<file path="src/rtl/sht_pkg.sv">
// Shared types, constants and register codes for the servo hatch trajectory unit.
`default_nettype none

package sht_pkg;

	localparam int CFG_IDX_W  = 3;
	localparam int CFG_DATA_W = 16;
	localparam int REQ_W      = 2;
	localparam int TIME_W     = 32;
	localparam int ANGLE_W    = 8;
	localparam int MS_W       = 16;
	localparam int PULSE_W    = 12;

	localparam logic [ANGLE_W-1:0] MAX_ANGLE = 8'd180;

	// Register reset values
	localparam logic [ANGLE_W-1:0] RST_START_ANGLE  = 8'd90;
	localparam logic [ANGLE_W-1:0] RST_MIDDLE_ANGLE = 8'd0;
	localparam logic [ANGLE_W-1:0] RST_END_ANGLE    = 8'd180;
	localparam logic [MS_W-1:0]    RST_MOVE_TIME    = 16'd500;
	localparam logic [MS_W-1:0]    RST_SWEEP_TIME   = 16'd1000;
	localparam logic [PULSE_W-1:0] RST_NEUTRAL      = 12'd1500;
	localparam logic [PULSE_W-1:0] RST_CONT_PULSE   = 12'd1500;
	localparam logic [PULSE_W-1:0] RST_PULSE        = 12'd1500;

	// Shared divider sizing: dividend holds up to 255 * 65535
	localparam int DIV_NUM_W = 24;
	localparam int DIV_DEN_W = 16;
	localparam int DIV_CNT_W = $clog2(DIV_NUM_W + 1);
	localparam int MUL_W     = MS_W + PULSE_W;

	// Angle-to-pulse scaling: product of angle (<= 180) and span (<= 4000) fits MAP_W bits.
	// Multiplying by ceil(2^27 / 180) and dropping 27 bits gives the exact quotient by 180
	// for every product below 780335.
	localparam int               MAP_W       = 20;
	localparam int               RECIP_SHIFT = 27;
	localparam logic [MAP_W-1:0] RECIP_180   = 20'd745655;

	typedef enum logic [CFG_IDX_W-1:0] {
		REG_START_ANGLE,
		REG_MIDDLE_ANGLE,
		REG_END_ANGLE,
		REG_MOVE_TIME,
		REG_SWEEP_TIME,
		REG_NEUTRAL_PULSE,
		REG_CONT_MODE,
		REG_CONT_PULSE
	} reg_idx_t;

	typedef enum logic [REQ_W-1:0] {
		REQ_TICK,
		REQ_START,
		REQ_STOP
	} req_t;

	typedef struct packed {
		logic [ANGLE_W-1:0] start_angle;
		logic [ANGLE_W-1:0] middle_angle;
		logic [ANGLE_W-1:0] end_angle;
		logic [MS_W-1:0]    move_time_ms;
		logic [MS_W-1:0]    sweep_time_ms;
		logic [PULSE_W-1:0] neutral_width;
		logic               continuous_mode;
		logic [PULSE_W-1:0] cont_width;
	} cfg_t;

	typedef struct packed {
		logic                 start;
		logic [DIV_NUM_W-1:0] num;
		logic [DIV_DEN_W-1:0] den;
	} div_req_t;

	typedef struct packed {
		logic                 done;
		logic [DIV_NUM_W-1:0] quo;
	} div_rsp_t;

	typedef struct packed {
		logic [PULSE_W-1:0] pulse_width;
		logic               pulse_written;
		logic               running;
		logic               path_done;
	} result_t;

	typedef enum logic [3:0] {
		S_IDLE,
		S_DECODE,
		S_SEG,
		S_MUL,
		S_DIV1_GO,
		S_DIV1_WAIT,
		S_MAP,
		S_SCALE,
		S_CLAMP,
		S_DONE
	} seq_state_t;

endpackage

`default_nettype wire

</file>
<file path="src/rtl/sht_div.sv">
// Shared restoring divider, one quotient bit per cycle.
`default_nettype none

module sht_div (
	input  wire                 clk,
	input  wire                 arst_n,
	input  sht_pkg::div_req_t   req,
	output sht_pkg::div_rsp_t   rsp
);

	localparam int NumW = sht_pkg::DIV_NUM_W;
	localparam int DenW = sht_pkg::DIV_DEN_W;
	localparam int CntW = sht_pkg::DIV_CNT_W;

	logic            busy_q;
	logic            done_q;
	logic [CntW-1:0] cnt_q;
	logic [DenW-1:0] rem_q;
	logic [NumW-1:0] quo_q;
	logic [DenW-1:0] den_q;

	logic [DenW:0]   trial;
	logic            qbit;
	logic [DenW:0]   diff;

	always_comb begin
		trial = {rem_q, quo_q[NumW-1]};
		diff  = trial - {1'b0, den_q};
		qbit  = (trial >= {1'b0, den_q});
	end

	always_ff @(posedge clk or negedge arst_n) begin
		if (!arst_n) begin
			busy_q <= 1'b0;
			done_q <= 1'b0;
			cnt_q  <= '0;
		end else begin
			done_q <= busy_q && (cnt_q == CntW'(1));
			if (req.start) begin
				busy_q <= 1'b1;
				cnt_q  <= CntW'(NumW);
			end else if (busy_q) begin
				cnt_q <= cnt_q - CntW'(1);
				if (cnt_q == CntW'(1)) begin
					busy_q <= 1'b0;
				end
			end
		end
	end

	always_ff @(posedge clk) begin
		if (req.start) begin
			rem_q <= '0;
			quo_q <= req.num;
			den_q <= req.den;
		end else if (busy_q) begin
			// remainder stays below the divisor, so the top bit drops safely
			rem_q <= qbit ? diff[DenW-1:0] : trial[DenW-1:0];
			quo_q <= {quo_q[NumW-2:0], qbit};
		end
	end

	assign rsp.done = done_q;
	assign rsp.quo  = quo_q;

endmodule

`default_nettype wire

</file>
<file path="src/rtl/sht_seq.sv">
// Request sequencer: trajectory state, shared multiplier and result register.
`default_nettype none

module sht_seq #(
	parameter int MIN_PULSE_US = 500,
	parameter int MAX_PULSE_US = 2500
) (
	input  wire                               clk,
	input  wire                               arst_n,
	input  sht_pkg::cfg_t                     cfg,
	input  wire                               in_valid,
	output logic                              in_stall,
	input  wire  [sht_pkg::REQ_W-1:0]         req_type,
	input  wire  [sht_pkg::TIME_W-1:0]        now_ms,
	output logic                              out_valid,
	input  wire                               out_stall,
	output sht_pkg::result_t                  res,
	output sht_pkg::div_req_t                 div_req,
	input  sht_pkg::div_rsp_t                 div_rsp
);

	localparam int AW = sht_pkg::ANGLE_W;
	localparam int MW = sht_pkg::MS_W;
	localparam int PW = sht_pkg::PULSE_W;
	localparam int TW = sht_pkg::TIME_W;
	localparam int XW = sht_pkg::MAP_W;
	localparam int SpanInt = (MAX_PULSE_US > MIN_PULSE_US) ? (MAX_PULSE_US - MIN_PULSE_US) : 0;
	localparam logic [PW-1:0] Span = PW'(SpanInt);
	localparam logic [PW:0]   MinP = (PW + 1)'(MIN_PULSE_US);
	localparam logic [PW:0]   MaxP = (PW + 1)'(MAX_PULSE_US);

	sht_pkg::seq_state_t state_q, state_d;

	// control and architectural state
	logic            active_q;
	logic [TW-1:0]   start_time_q;
	logic [PW-1:0]   pulse_q;
	logic            out_valid_q;

	// working registers
	logic [sht_pkg::REQ_W-1:0] req_q;
	logic [TW-1:0]   now_q;
	logic [TW-1:0]   phase_q;
	logic [AW-1:0]   from_q;
	logic            up_q;
	logic [AW-1:0]   diff_q;
	logic [MW-1:0]   local_q;
	logic [MW-1:0]   dur_q;
	logic [AW-1:0]   angle_q;
	logic [sht_pkg::DIV_NUM_W-1:0] prod_q;
	logic [PW:0]     raw_q;
	logic            written_q;
	sht_pkg::result_t res_q;

	logic            accept;
	logic            load_out;
	logic [TW-1:0]   phase_now;
	logic [MW:0]     path_len;
	logic            in_seg1;
	logic            in_seg2;
	logic [AW-1:0]   seg_from;
	logic [AW-1:0]   seg_to;
	logic [MW-1:0]   seg_local;
	logic [MW-1:0]   seg_dur;
	logic [MW-1:0]   mul_a;
	logic [PW-1:0]   mul_b;
	logic [sht_pkg::MUL_W-1:0] prod_w;
	logic [2*XW-1:0] scale_w;
	logic [AW-1:0]   angle_c;
	logic [AW-1:0]   interp_w;
	logic [PW-1:0]   clamp_w;
	logic            done_w;

	always_comb begin
		phase_now = now_q - start_time_q;
		path_len  = {1'b0, cfg.move_time_ms} + {1'b0, cfg.sweep_time_ms};
		in_seg1   = (phase_q <= TW'(cfg.move_time_ms));
		in_seg2   = (phase_q <= TW'(path_len));
		if (in_seg1) begin
			seg_from  = cfg.start_angle;
			seg_to    = cfg.middle_angle;
			seg_local = phase_q[MW-1:0];
			seg_dur   = cfg.move_time_ms;
		end else begin
			seg_from  = cfg.middle_angle;
			seg_to    = cfg.end_angle;
			seg_local = phase_q[MW-1:0] - cfg.move_time_ms;
			seg_dur   = cfg.sweep_time_ms;
		end

		angle_c = (angle_q > sht_pkg::MAX_ANGLE) ? sht_pkg::MAX_ANGLE : angle_q;
		if (state_q == sht_pkg::S_MAP) begin
			mul_a = MW'(angle_c);
			mul_b = Span;
		end else begin
			mul_a = local_q;
			mul_b = PW'(diff_q);
		end
		prod_w = mul_a * mul_b;

		// divide by 180 through the reciprocal
		scale_w = prod_q[XW-1:0] * sht_pkg::RECIP_180;

		// quotient never exceeds the angle difference
		interp_w = up_q ? (from_q + div_rsp.quo[AW-1:0]) : (from_q - div_rsp.quo[AW-1:0]);

		if (raw_q < MinP) begin
			clamp_w = MinP[PW-1:0];
		end else if (raw_q > MaxP) begin
			clamp_w = MaxP[PW-1:0];
		end else begin
			clamp_w = raw_q[PW-1:0];
		end

		done_w = active_q && !cfg.continuous_mode && (phase_now > TW'(path_len));
	end

	always_ff @(posedge clk or negedge arst_n) begin
		if (!arst_n) begin
			state_q <= sht_pkg::S_IDLE;
		end else begin
			state_q <= state_d;
		end
	end

	always_comb begin
		state_d      = state_q;
		in_stall     = 1'b1;
		accept       = 1'b0;
		load_out     = 1'b0;
		div_req.start = 1'b0;
		div_req.num   = prod_q;
		div_req.den   = dur_q;
		unique case (state_q)
			sht_pkg::S_IDLE: begin
				in_stall = 1'b0;
				accept   = in_valid;
				if (in_valid) begin
					state_d = sht_pkg::S_DECODE;
				end
			end
			sht_pkg::S_DECODE: begin
				case (req_q)
					sht_pkg::REQ_START: begin
						if (active_q) begin
							state_d = sht_pkg::S_DONE;
						end else if (cfg.continuous_mode) begin
							state_d = sht_pkg::S_CLAMP;
						end else begin
							state_d = sht_pkg::S_MAP;
						end
					end
					sht_pkg::REQ_STOP: state_d = sht_pkg::S_CLAMP;
					sht_pkg::REQ_TICK: begin
						state_d = (active_q && !cfg.continuous_mode) ? sht_pkg::S_SEG
							: sht_pkg::S_DONE;
					end
					default: state_d = sht_pkg::S_DONE;
				endcase
			end
			sht_pkg::S_SEG: begin
				state_d = (!in_seg2 || seg_dur == '0) ? sht_pkg::S_MAP : sht_pkg::S_MUL;
			end
			sht_pkg::S_MUL: state_d = sht_pkg::S_DIV1_GO;
			sht_pkg::S_DIV1_GO: begin
				div_req.start = 1'b1;
				state_d       = sht_pkg::S_DIV1_WAIT;
			end
			sht_pkg::S_DIV1_WAIT: begin
				if (div_rsp.done) begin
					state_d = sht_pkg::S_MAP;
				end
			end
			sht_pkg::S_MAP: state_d = sht_pkg::S_SCALE;
			sht_pkg::S_SCALE: state_d = sht_pkg::S_CLAMP;
			sht_pkg::S_CLAMP: state_d = sht_pkg::S_DONE;
			sht_pkg::S_DONE: begin
				if (!out_valid_q || !out_stall) begin
					load_out = 1'b1;
					state_d  = sht_pkg::S_IDLE;
				end
			end
			default: state_d = sht_pkg::S_IDLE;
		endcase
	end

	always_ff @(posedge clk or negedge arst_n) begin
		if (!arst_n) begin
			active_q     <= 1'b0;
			start_time_q <= '0;
			pulse_q      <= sht_pkg::RST_PULSE;
			out_valid_q  <= 1'b0;
		end else begin
			if (load_out) begin
				out_valid_q <= 1'b1;
			end else if (!out_stall) begin
				out_valid_q <= 1'b0;
			end
			if (state_q == sht_pkg::S_DECODE) begin
				if (req_q == sht_pkg::REQ_START && !active_q) begin
					active_q     <= 1'b1;
					start_time_q <= now_q;
				end else if (req_q == sht_pkg::REQ_STOP) begin
					active_q <= 1'b0;
				end
			end
			if (state_q == sht_pkg::S_CLAMP) begin
				pulse_q <= clamp_w;
			end
		end
	end

	always_ff @(posedge clk) begin
		if (accept) begin
			req_q <= req_type;
			now_q <= now_ms;
		end
		case (state_q)
			sht_pkg::S_DECODE: begin
				written_q <= 1'b0;
				phase_q   <= phase_now;
				angle_q   <= cfg.start_angle;
				raw_q     <= (req_q == sht_pkg::REQ_STOP) ? {1'b0, cfg.neutral_width}
					: {1'b0, cfg.cont_width};
			end
			sht_pkg::S_SEG: begin
				angle_q <= in_seg2 ? seg_to : cfg.end_angle;
				from_q  <= seg_from;
				up_q    <= (seg_to >= seg_from);
				diff_q  <= (seg_to >= seg_from) ? (seg_to - seg_from) : (seg_from - seg_to);
				local_q <= seg_local;
				dur_q   <= seg_dur;
			end
			sht_pkg::S_MUL, sht_pkg::S_MAP: begin
				prod_q <= prod_w[sht_pkg::DIV_NUM_W-1:0];
			end
			sht_pkg::S_DIV1_WAIT: begin
				if (div_rsp.done) begin
					angle_q <= interp_w;
				end
			end
			sht_pkg::S_SCALE: begin
				raw_q <= MinP + (PW + 1)'(scale_w[sht_pkg::RECIP_SHIFT +: PW]);
			end
			sht_pkg::S_CLAMP: written_q <= 1'b1;
			sht_pkg::S_DONE: begin
				if (load_out) begin
					res_q.pulse_width   <= pulse_q;
					res_q.pulse_written <= written_q;
					res_q.running       <= active_q;
					res_q.path_done     <= done_w;
				end
			end
			default: ;
		endcase
	end

	assign out_valid = out_valid_q;
	assign res       = res_q;

endmodule

`default_nettype wire

</file>
<file path="src/rtl/servo_hatch_trajectory_unit.sv">
// Top level of the servo hatch trajectory unit: register file and unit wiring.
//
//  channel | direction | handshake            | beat carries
//  --------+-----------+----------------------+-------------------------------
//  in      | into unit | in_valid / in_stall  | req_type, now_ms
//  out     | from unit | out_valid / out_stall| pulse_width, pulse_written,
//          |           |                      | running, path_done
//  cfg     | into unit | cfg_valid / cfg_ready| cfg_index, cfg_data
//
// One request at a time, from its accepted beat to the next free input slot: a stop or
// continuous-mode start runs DECODE, CLAMP, DONE; a sweep start adds MAP and SCALE; a tick
// that jumps to a segment end adds SEG too, and one inside a moving segment adds MUL, DIV1_GO
// and a wait on the shared divider for all 24 quotient bits; the map to pulse runs in MAP and SCALE.
// Reset leaves the registers at their defaults, the unit stopped and the pulse at 1500.
// A finished result waits in the output register while the next request is taken.
`default_nettype none

module servo_hatch_trajectory_unit #(
	parameter int MIN_PULSE_US = 500,
	parameter int MAX_PULSE_US = 2500
) (
	input  wire                                 clk,
	input  wire                                 arst_n,
	input  wire                                 in_valid,
	output logic                                in_stall,
	input  wire  [sht_pkg::REQ_W-1:0]           req_type,
	input  wire  [sht_pkg::TIME_W-1:0]          now_ms,
	output logic                                out_valid,
	input  wire                                 out_stall,
	output logic [sht_pkg::PULSE_W-1:0]         pulse_width,
	output logic                                pulse_written,
	output logic                                running,
	output logic                                path_done,
	input  wire                                 cfg_valid,
	output logic                                cfg_ready,
	input  wire  [sht_pkg::CFG_IDX_W-1:0]       cfg_index,
	input  wire  [sht_pkg::CFG_DATA_W-1:0]      cfg_data
);

	sht_pkg::cfg_t     cfg_q;
	sht_pkg::div_req_t div_req;
	sht_pkg::div_rsp_t div_rsp;
	sht_pkg::result_t  res;

	assign cfg_ready = 1'b1;

	always_ff @(posedge clk or negedge arst_n) begin
		if (!arst_n) begin
			cfg_q.start_angle     <= sht_pkg::RST_START_ANGLE;
			cfg_q.middle_angle    <= sht_pkg::RST_MIDDLE_ANGLE;
			cfg_q.end_angle       <= sht_pkg::RST_END_ANGLE;
			cfg_q.move_time_ms    <= sht_pkg::RST_MOVE_TIME;
			cfg_q.sweep_time_ms   <= sht_pkg::RST_SWEEP_TIME;
			cfg_q.neutral_width   <= sht_pkg::RST_NEUTRAL;
			cfg_q.continuous_mode <= 1'b0;
			cfg_q.cont_width      <= sht_pkg::RST_CONT_PULSE;
		end else if (cfg_valid && cfg_ready) begin
			unique case (cfg_index)
				sht_pkg::REG_START_ANGLE:   cfg_q.start_angle   <= cfg_data[sht_pkg::ANGLE_W-1:0];
				sht_pkg::REG_MIDDLE_ANGLE:  cfg_q.middle_angle  <= cfg_data[sht_pkg::ANGLE_W-1:0];
				sht_pkg::REG_END_ANGLE:     cfg_q.end_angle     <= cfg_data[sht_pkg::ANGLE_W-1:0];
				sht_pkg::REG_MOVE_TIME:     cfg_q.move_time_ms  <= cfg_data[sht_pkg::MS_W-1:0];
				sht_pkg::REG_SWEEP_TIME:    cfg_q.sweep_time_ms <= cfg_data[sht_pkg::MS_W-1:0];
				sht_pkg::REG_NEUTRAL_PULSE: begin
					cfg_q.neutral_width <= cfg_data[sht_pkg::PULSE_W-1:0];
				end
				sht_pkg::REG_CONT_MODE:     cfg_q.continuous_mode <= cfg_data[0];
				sht_pkg::REG_CONT_PULSE: begin
					cfg_q.cont_width <= cfg_data[sht_pkg::PULSE_W-1:0];
				end
				default: ;
			endcase
		end
	end

	sht_div u_div (
		.clk    (clk),
		.arst_n (arst_n),
		.req    (div_req),
		.rsp    (div_rsp)
	);

	sht_seq #(
		.MIN_PULSE_US (MIN_PULSE_US),
		.MAX_PULSE_US (MAX_PULSE_US)
	) u_seq (
		.clk       (clk),
		.arst_n    (arst_n),
		.cfg       (cfg_q),
		.in_valid  (in_valid),
		.in_stall  (in_stall),
		.req_type  (req_type),
		.now_ms    (now_ms),
		.out_valid (out_valid),
		.out_stall (out_stall),
		.res       (res),
		.div_req   (div_req),
		.div_rsp   (div_rsp)
	);

	assign pulse_width   = res.pulse_width;
	assign pulse_written = res.pulse_written;
	assign running       = res.running;
	assign path_done     = res.path_done;

endmodule

`default_nettype wire

</file>
<file path="config.mk">
export PLATFORM = sky130hd
export DESIGN_NAME = servo_hatch_trajectory_unit
export DESIGN_NICKNAME = d
export VERILOG_FILES = /design/src/rtl/sht_pkg.sv /design/src/rtl/sht_div.sv /design/src/rtl/sht_seq.sv /design/src/rtl/servo_hatch_trajectory_unit.sv
export SDC_FILE = /design/constraint.sdc
export NUM_CORES = 2
export LEC_CHECK = 0
export BUFFER_PORTS_ARGS = -buffer_cell sky130_fd_sc_hd__buf_2
export CAP_MARGIN = 20
export CORE_MARGIN = 4
export CORE_UTILIZATION = 49
export DETAILED_ROUTE_END_ITERATION = 7
export SLEW_MARGIN = 0
export SYNTH_ARGS = -nofsm -noshare
export SYNTH_HDL_FRONTEND = slang
export SYNTH_SLANG_ARGS = --single-unit
</file>
<file path="constraint.sdc">
create_clock -name clk -period 15.1 [get_ports clk]
set_input_delay 1.51 -clock clk [delete_from_list [all_inputs] [get_ports clk]]
set_output_delay 1.51 -clock clk [all_outputs]
set_load 0.1 [all_outputs]
</file>
## Word-level counts from Yosys, hierarchy flattened

Cells that the tools add are included.

- Word-level logic and storage cells: 155
- Flip-flop bits (word level): 370
- Input bits: 58
- Output and inout bits: 18

- Add/sub/neg operators: 10
- Magnitude comparators: 8
- $mul: 2
- Equality and inequality tests: 23
- Reductions and logical operators: 34
- Multiplexer cells: 43

Operator list:

| cell | number |
|---|---|
| $mux W16 | 4 |
| $mux W8 | 7 |
| $mux W24 | 2 |
| $pmux W4 S10 | 1 |
| $mul A20 B20 Y39 const B | 1 |
| $mux W12 | 3 |
| $gt A32 B17 Y1 | 1 |
| $le A32 B16 Y1 | 1 |
| $le A32 B17 Y1 | 1 |
| $sub A16 B16 Y16 | 2 |
| $sub A32 B32 Y32 | 1 |
| $pmux W13 S2 | 1 |
| $mul A16 B11 Y24 | 1 |
| $mux W4 | 6 |
| $pmux W8 S3 | 1 |
| $reduce_and A2 Y1 | 12 |
| $sub A8 B8 Y8 | 3 |
| $add A16 B16 Y17 | 1 |
| $ge A17 B16 Y1 | 1 |
| $eq A4 B3 Y1 const B | 4 |
| $logic_not A16 Y1 | 1 |
| $add A9 B12 Y13 const A | 1 |
| $gt A13 B12 Y1 const B | 1 |
| $lt A13 B9 Y1 const B | 1 |
| 31 further kinds | 62 |

## Depth between registers and ports, before layout

- Word-level depth: 6
- Depth in mapped cells: 29
- Mapped depth without buffers: 29

## Hierarchy

A second synthesis with hierarchy kept.

- Cells, all modules: 2,990
- Area, all modules: 32,012.0 um^2

By module, submodules not included:

| module | seq. area each (um^2) | area each (um^2) | cells each | instances |
|---|---|---|---|---|
| sht_seq | 6,545.0 | 25,147.9 | 2,475 | 1 |
| sht_div | 1,696.6 | 3,687.3 | 334 | 1 |
| servo_hatch_trajectory_unit | 2,069.5 | 3,176.8 | 181 | 1 |

## Worst setup path before layout

No wires, ideal clock.

- Path kind: flip-flop to flip-flop
- From: register u_seq.prod_q[5] in the netlist's numbering
- To: register u_seq.raw_q[10], data pin
- Clock period less this slack: 6.931 ns
- Slack: 8.169 ns
- Cell stages (with the launch flop): 26
- Data required time: 14.832 ns
- Arrival time: 6.663 ns
- Path buffers: 1
- Library setup time: 0.268 ns
- Path through: edfxtp_1 > ha_1 > clkbuf_1 > xor2_1 > ha_1 > fa_1 > inv_1 > fa_1 > fa_1 > inv_1 > fa_1 > ha_1 > ha_1 > and3_1 > a221o_1 > a221o_1 > o21ai_0 > nor2b_1 > nor2b_1 > nor2_1 > xnor2_1 > ha_1 > nor4_1 > a21oi_1 > xnor2_1 > o21ai_0

- Cells in the longest elaborated chain, start to end: 3

Ends and longest elaborated chain:

| item | line | text |
|---|---|---|
| from (decl) | sht_seq.sv:50 | `logic [sht_pkg::DIV_NUM_W-1:0] prod_q;` |
| from (signal assigned) | sht_seq.sv:235 | `prod_q <= prod_w[sht_pkg::DIV_NUM_W-1:0];` |
| $mul A20 B20 Y39 | sht_seq.sv:102 | `scale_w = prod_q[XW-1:0] * sht_pkg::RECIP_180;` |
| $add A9 B12 Y13 | sht_seq.sv:243 | `raw_q <= MinP + (PW + 1)'(scale_w[sht_pkg::RECIP_SHIFT +: PW]);` |
| $pmux W13 S2 | sht_seq.sv:218 | `case (state_q)` |
| to (signal assigned) | sht_seq.sv:223 | `raw_q <= (req_q == sht_pkg::REQ_STOP) ? {1'b0, cfg.neutral_width}` |
| to (signal assigned) | sht_seq.sv:243 |  |
| to (decl) | sht_seq.sv:51 | `logic [PW:0] raw_q;` |

No other way between the ends.
A chain may end at the register's enable or synchronous reset.

## Worst setup path in the final report

- From: register u_seq.prod_q[4] in the netlist's numbering
- To: register u_seq.raw_q[10], data pin

The elaborated chain is that of the path after synthesis.

==> results_dict.tcl <==
set metrics [dict create \
    outcome "completed" \
    synth-compound-area-share_pct 10.63 \
    fp.dieArea_sq_um 69400 \
    place_ws_ns 7.271 \
    worst_skew_pair.late_latency_ns 0.58 \
    syn_to_final_growth_pct 8.821 \
    critical_path.startpoint_type "flip-flop" \
    gr-total-overflow 0 \
    synth_top_cell_area_share_pct 20.29 \
    largest_net_degree_at_the_start_of_global_routing 91 \
    reg2reg_slack_ns 7.22 \
    power.density_nw_per_um2 224.1 \
    antenna_violations_before_repair 0 \
    avg_inst_size_synth_sq_um 10.37 \
    ctsResizeCount 0 \
    path_cells "ha_1 -> xor2_1 -> ha_1 -> fa_1 -> inv_1 -> fa_1 -> inv_1 -> fa_1 -> fa_1 -> ha_1 -> ha_1 -> a21o_1 -> a221o_1 -> a221o_1 -> o21ai_0 -> nor2b_1 -> nor2b_1 -> nor2_1 -> xnor2_1 -> ha_1 -> nor4_1 -> a21oi_1 -> xnor2_1 -> o21ai_0" \
    dominantRegCellSynth "sky130_fd_sc_hd__edfxtp_1" \
    power.total_uw 7797 \
    synth_area_in_xor_xnor_pct 4.054 \
    clock_sink_count 370 \
    synth_warnings 0 \
    maxSlewViolCount 0 \
    final.period_utilization_pct 52.18 \
    final_area_sq_um 34790 \
    critical_path_arrival_ns 8.17 \
    post_route_minimum_period_ns 7.879 \
    cp_slowest_stage_delay_ns 0.59 \
    min_path_cells 0 \
    post_cts_hold_buffer_count 0 \
    clk_transition_reported_paths_ns 0.06 \
    detail_route.first_pass.iterations 5 \
    worst_r2r_endpoint "u_seq.raw_q[10]$_DFFE_PP_" \
    clock_tree_from_tritoncts "done" \
    routed_wire_length_per_instance_um 19.87 \
    ys_seq_elements 370 \
    drive_gt1_share_pct 11.35 \
    ys_types 80 \
    critPathBufInv 2 \
    cts_setup_buffers 0 \
    placement.cell_area_sq_um 33400 \
    placementRows 93 \
    timing.critical_path.required_ns 15.39 \
    synth.mux.area_fraction_pct 5.616 \
    vias 22250 \
    hold_path_end "u_div.den_q[15]$_DFFE_PP_" \
    timing.hold.ws_ns 0.4161 \
    worstSetupEndpointType "flip-flop" \
    worst-setup-path-type "reg2reg" \
    max_cap_viol_count 0 \
    cp_top_family "adder cells" \
    finalSetupViolations 0 \
    finish.net_count 3857 \
    core_region_area_sq_um 64580 \
    synth_top_cells_by_area "sky130_fd_sc_hd__edfxtp_1, sky130_fd_sc_hd__fa_1, sky130_fd_sc_hd__ha_1" \
    timing.critical_path.slowest_stage_cell "sky130_fd_sc_hd__fa_1" \
    maxClockFrequency_ghz 0.1269 \
    h_tree_depth 2 \
    count_of_input_and_output_buffers 74 \
    setup_ws_ns 7.221 \
    crit_path_frequent_cell "sky130_fd_sc_hd__ha_1" \
    detail-route-antenna-nets 0 \
    post_synth_fa_ha_maj_area_fraction_pct 30.46 \
    worstMarginPinSlew_ns 1.074 \
    place_congestion 0.9447 \
    finalHoldViolCount 0 \
    timing.slew.headroom_pct 26.55 \
    cts-buffers-inserted 43 \
    syn-instance-count 3083 \
    synth_enable_flop_cells 216 \
    remaining_drc_errors 0 \
    initial_core_util_pct 49.51 \
    synth.yosys.seq_area_share_pct 32.25 \
    boundaryPins 76 \
    async_flop_share_pct 37.30 \
    clockBufferDepth 3 \
    clock_tree.root_cell "sky130_fd_sc_hd__clkbuf_16" \
    grt_first_pass_wirelength_um 129000 \
    combinational_family_with_the_most_area_after_synthesis "adder cells" \
    gr-usage-all-layers_pct 23.27 \
    setup_repair_after_global_routing_missed_its_margin "false" \
    cp_max_fo 9 \
    horizontal_die_dimension_um 263.4 \
    synth-simple-area-share_pct 10.05 \
    post-dp-hpwl_um 65290 \
    reg2reg_from "u_seq.prod_q[4]$_DFFE_PP_" \
    hold_start "u_seq.dur_q[15]$_DFFE_PP_" \
    rr_worst_depth 24 \
    synthesis.area_sq_um 31970 \
    final.setup.tns_ns 0 \
    final.setup_skew_ns 0.01524 \
    die-height_um 263.4 \
    post_drt_via_cell_ratio 5.477 \
    synth_largest_area_cell "sky130_fd_sc_hd__edfxtp_1" \
    class_of_the_worst_hold_path "reg2reg" \
    antennaDiodeCount 0 \
    detail_route.iter0.violations 1102 \
    vias_in_the_first_global_route 23560 \
    ir_worst_vdd_mv 0.1332 \
    power.static_leakage_uw 0.01650 \
    routed_wl_um 80730 \
]
[cell families after synthesis]
group           Yosys count
compound gates          524
xor+xnor                148
fa+ha+maj               626
buf+inv                 586
flops                   370
mux                     163
other cells               2
simple gates            664
[how the worst max path moves through the flow]
stage               cells past startpoint                 startpoint  slack (ns)                   endpoint
finish                                 24  u_seq.prod_q[4]$_DFFE_PP_        7.22  u_seq.raw_q[10]$_DFFE_PP_
global route                           24  u_seq.prod_q[4]$_DFFE_PP_        6.90  u_seq.raw_q[10]$_DFFE_PP_
CTS                                    24  u_seq.prod_q[4]$_DFFE_PP_        7.24  u_seq.raw_q[10]$_DFFE_PP_
detailed placement                     24  u_seq.prod_q[4]$_DFFE_PP_        7.27  u_seq.raw_q[10]$_DFFE_PP_
global placement                       24  u_seq.prod_q[4]$_DFFE_PP_        7.29  u_seq.raw_q[10]$_DFFE_PP_
floorplan                              25  u_seq.prod_q[5]$_DFFE_PP_        8.17  u_seq.raw_q[10]$_DFFE_PP_
[power by group]
group | internal [uW] | total [uW] | switching, uW
sequential | 1530 | 1750 | 221
clock | 585 | 1030 | 448
combinational | 2040 | 5010 | 2970
total | 4160 | 7800 | 3640
[layer usage]
| layer | up-vias | wire length (um) | track usage [%] |
|---|---|---|---|
| met5 | - | 0 | 0 |
| met3 | 152 | 3138 | 2.944 |
| met2 | 479 | 40290 | 40.80 |
| met4 | 0 | 3892 | 10.10 |
| met1 | 10910 | 33410 | 28.95 |
| li1 | 10710 | - | - |
[worst register-to-register path: stages (launching register included)]
cell	delay, ns
sky130_fd_sc_hd__edfxtp_1	0.58
sky130_fd_sc_hd__ha_1	0.41
sky130_fd_sc_hd__xor2_1	0.35
sky130_fd_sc_hd__ha_1	0.32
sky130_fd_sc_hd__fa_1	0.59
sky130_fd_sc_hd__inv_1	0.07
sky130_fd_sc_hd__fa_1	0.53
sky130_fd_sc_hd__inv_1	0.06
sky130_fd_sc_hd__fa_1	0.51
sky130_fd_sc_hd__fa_1	0.45
sky130_fd_sc_hd__ha_1	0.29
sky130_fd_sc_hd__ha_1	0.34
sky130_fd_sc_hd__a21o_1	0.17
sky130_fd_sc_hd__a221o_1	0.37
sky130_fd_sc_hd__a221o_1	0.32
sky130_fd_sc_hd__o21ai_0	0.55
sky130_fd_sc_hd__nor2b_1	0.29
sky130_fd_sc_hd__nor2b_1	0.07
sky130_fd_sc_hd__nor2_1	0.11
sky130_fd_sc_hd__xnor2_1	0.08
sky130_fd_sc_hd__ha_1	0.24
sky130_fd_sc_hd__nor4_1	0.47
sky130_fd_sc_hd__a21oi_1	0.18
sky130_fd_sc_hd__xnor2_1	0.17
sky130_fd_sc_hd__o21ai_0	0.09
[synth_stat cells, types with 6 or more instances]
cell type	count
sky130_fd_sc_hd__mux2_2	131
sky130_fd_sc_hd__nand3_1	42
sky130_fd_sc_hd__or2_2	12
sky130_fd_sc_hd__fa_1	254
sky130_fd_sc_hd__a21oi_1	142
sky130_fd_sc_hd__nor2b_1	31
sky130_fd_sc_hd__o31a_1	6
sky130_fd_sc_hd__nand2_1	210
sky130_fd_sc_hd__inv_1	520
sky130_fd_sc_hd__ha_1	372
sky130_fd_sc_hd__nor3_1	49
sky130_fd_sc_hd__and2_1	13
sky130_fd_sc_hd__edfxtp_1	216
sky130_fd_sc_hd__buf_1	8
sky130_fd_sc_hd__nor4_1	18
sky130_fd_sc_hd__xnor2_1	83
sky130_fd_sc_hd__a21boi_0	6
sky130_fd_sc_hd__a21o_1	56
sky130_fd_sc_hd__nor2_1	143
sky130_fd_sc_hd__clkbuf_1	51
sky130_fd_sc_hd__a31oi_1	14
sky130_fd_sc_hd__dfxtp_1	16
sky130_fd_sc_hd__o21ai_0	135
sky130_fd_sc_hd__or3_1	11
sky130_fd_sc_hd__dfrtp_1	97
sky130_fd_sc_hd__nor3b_1	7
sky130_fd_sc_hd__o21bai_1	13
sky130_fd_sc_hd__and3_1	73
sky130_fd_sc_hd__xor2_1	65
sky130_fd_sc_hd__a22oi_1	10
sky130_fd_sc_hd__a211o_1	7
sky130_fd_sc_hd__o21a_1	23
sky130_fd_sc_hd__nand2b_1	18
sky130_fd_sc_hd__mux2i_1	32
sky130_fd_sc_hd__o211ai_1	10
sky130_fd_sc_hd__a211oi_1	23
sky130_fd_sc_hd__dfstp_2	41
sky130_fd_sc_hd__nand4_1	23
[area by class of cell]
cell class                 instances  area [sq um]
fill                            5754         29790
multi-input combinational       2144         19540
inverter                         520          1952
clock inverter                    29         245.2
sequential                       370         10310
clock buffer                      51          1149
timing repair buffer              94         526.8
tap                              855          1070
[registers in the layout, indices dropped and copies added (netlist names), 12 cells and up]
name,count
cfg_q,81
u_div.den_q,16
u_div.quo_q,24
u_div.rem_q,16
u_seq.dur_q,16
u_seq.local_q,16
u_seq.now_q,32
u_seq.phase_q,32
u_seq.prod_q,24
u_seq.pulse_q,12
u_seq.raw_q,13
u_seq.res,15
u_seq.start_time_q,32
[cell usage in the layout (no fill, tap or decap), types with 19 or more instances in the layout]
master                      count
sky130_fd_sc_hd__a211oi_1      23
sky130_fd_sc_hd__a21o_1        56
sky130_fd_sc_hd__a21oi_1      142
sky130_fd_sc_hd__and3_1        72
sky130_fd_sc_hd__buf_2         73
sky130_fd_sc_hd__buf_4         20
sky130_fd_sc_hd__clkbuf_16     45
sky130_fd_sc_hd__conb_1        19
sky130_fd_sc_hd__dfrtp_1       97
sky130_fd_sc_hd__dfstp_2       41
sky130_fd_sc_hd__edfxtp_1     216
sky130_fd_sc_hd__fa_1         254
sky130_fd_sc_hd__ha_1         372
sky130_fd_sc_hd__inv_1        519
sky130_fd_sc_hd__mux2_2       131
sky130_fd_sc_hd__mux2i_1       32
sky130_fd_sc_hd__nand2_1      210
sky130_fd_sc_hd__nand3_1       42
sky130_fd_sc_hd__nand4_1       23
sky130_fd_sc_hd__nor2_1       142
sky130_fd_sc_hd__nor2b_1       31
sky130_fd_sc_hd__nor3_1        47
sky130_fd_sc_hd__o21a_1        23
sky130_fd_sc_hd__o21ai_0      135
sky130_fd_sc_hd__xnor2_1       83
sky130_fd_sc_hd__xor2_1        65
[stage by stage]
step / std cells / util (%)
after global routing: 4063 / 53.88
after floorplan: 3100 / -
after detailed placement: 3983 / 51.72
after global placement: 3983 / 51.72
final: 4063 / 53.88
after CTS: 4063 / 53.88
(Power assumes the default switching activity.)
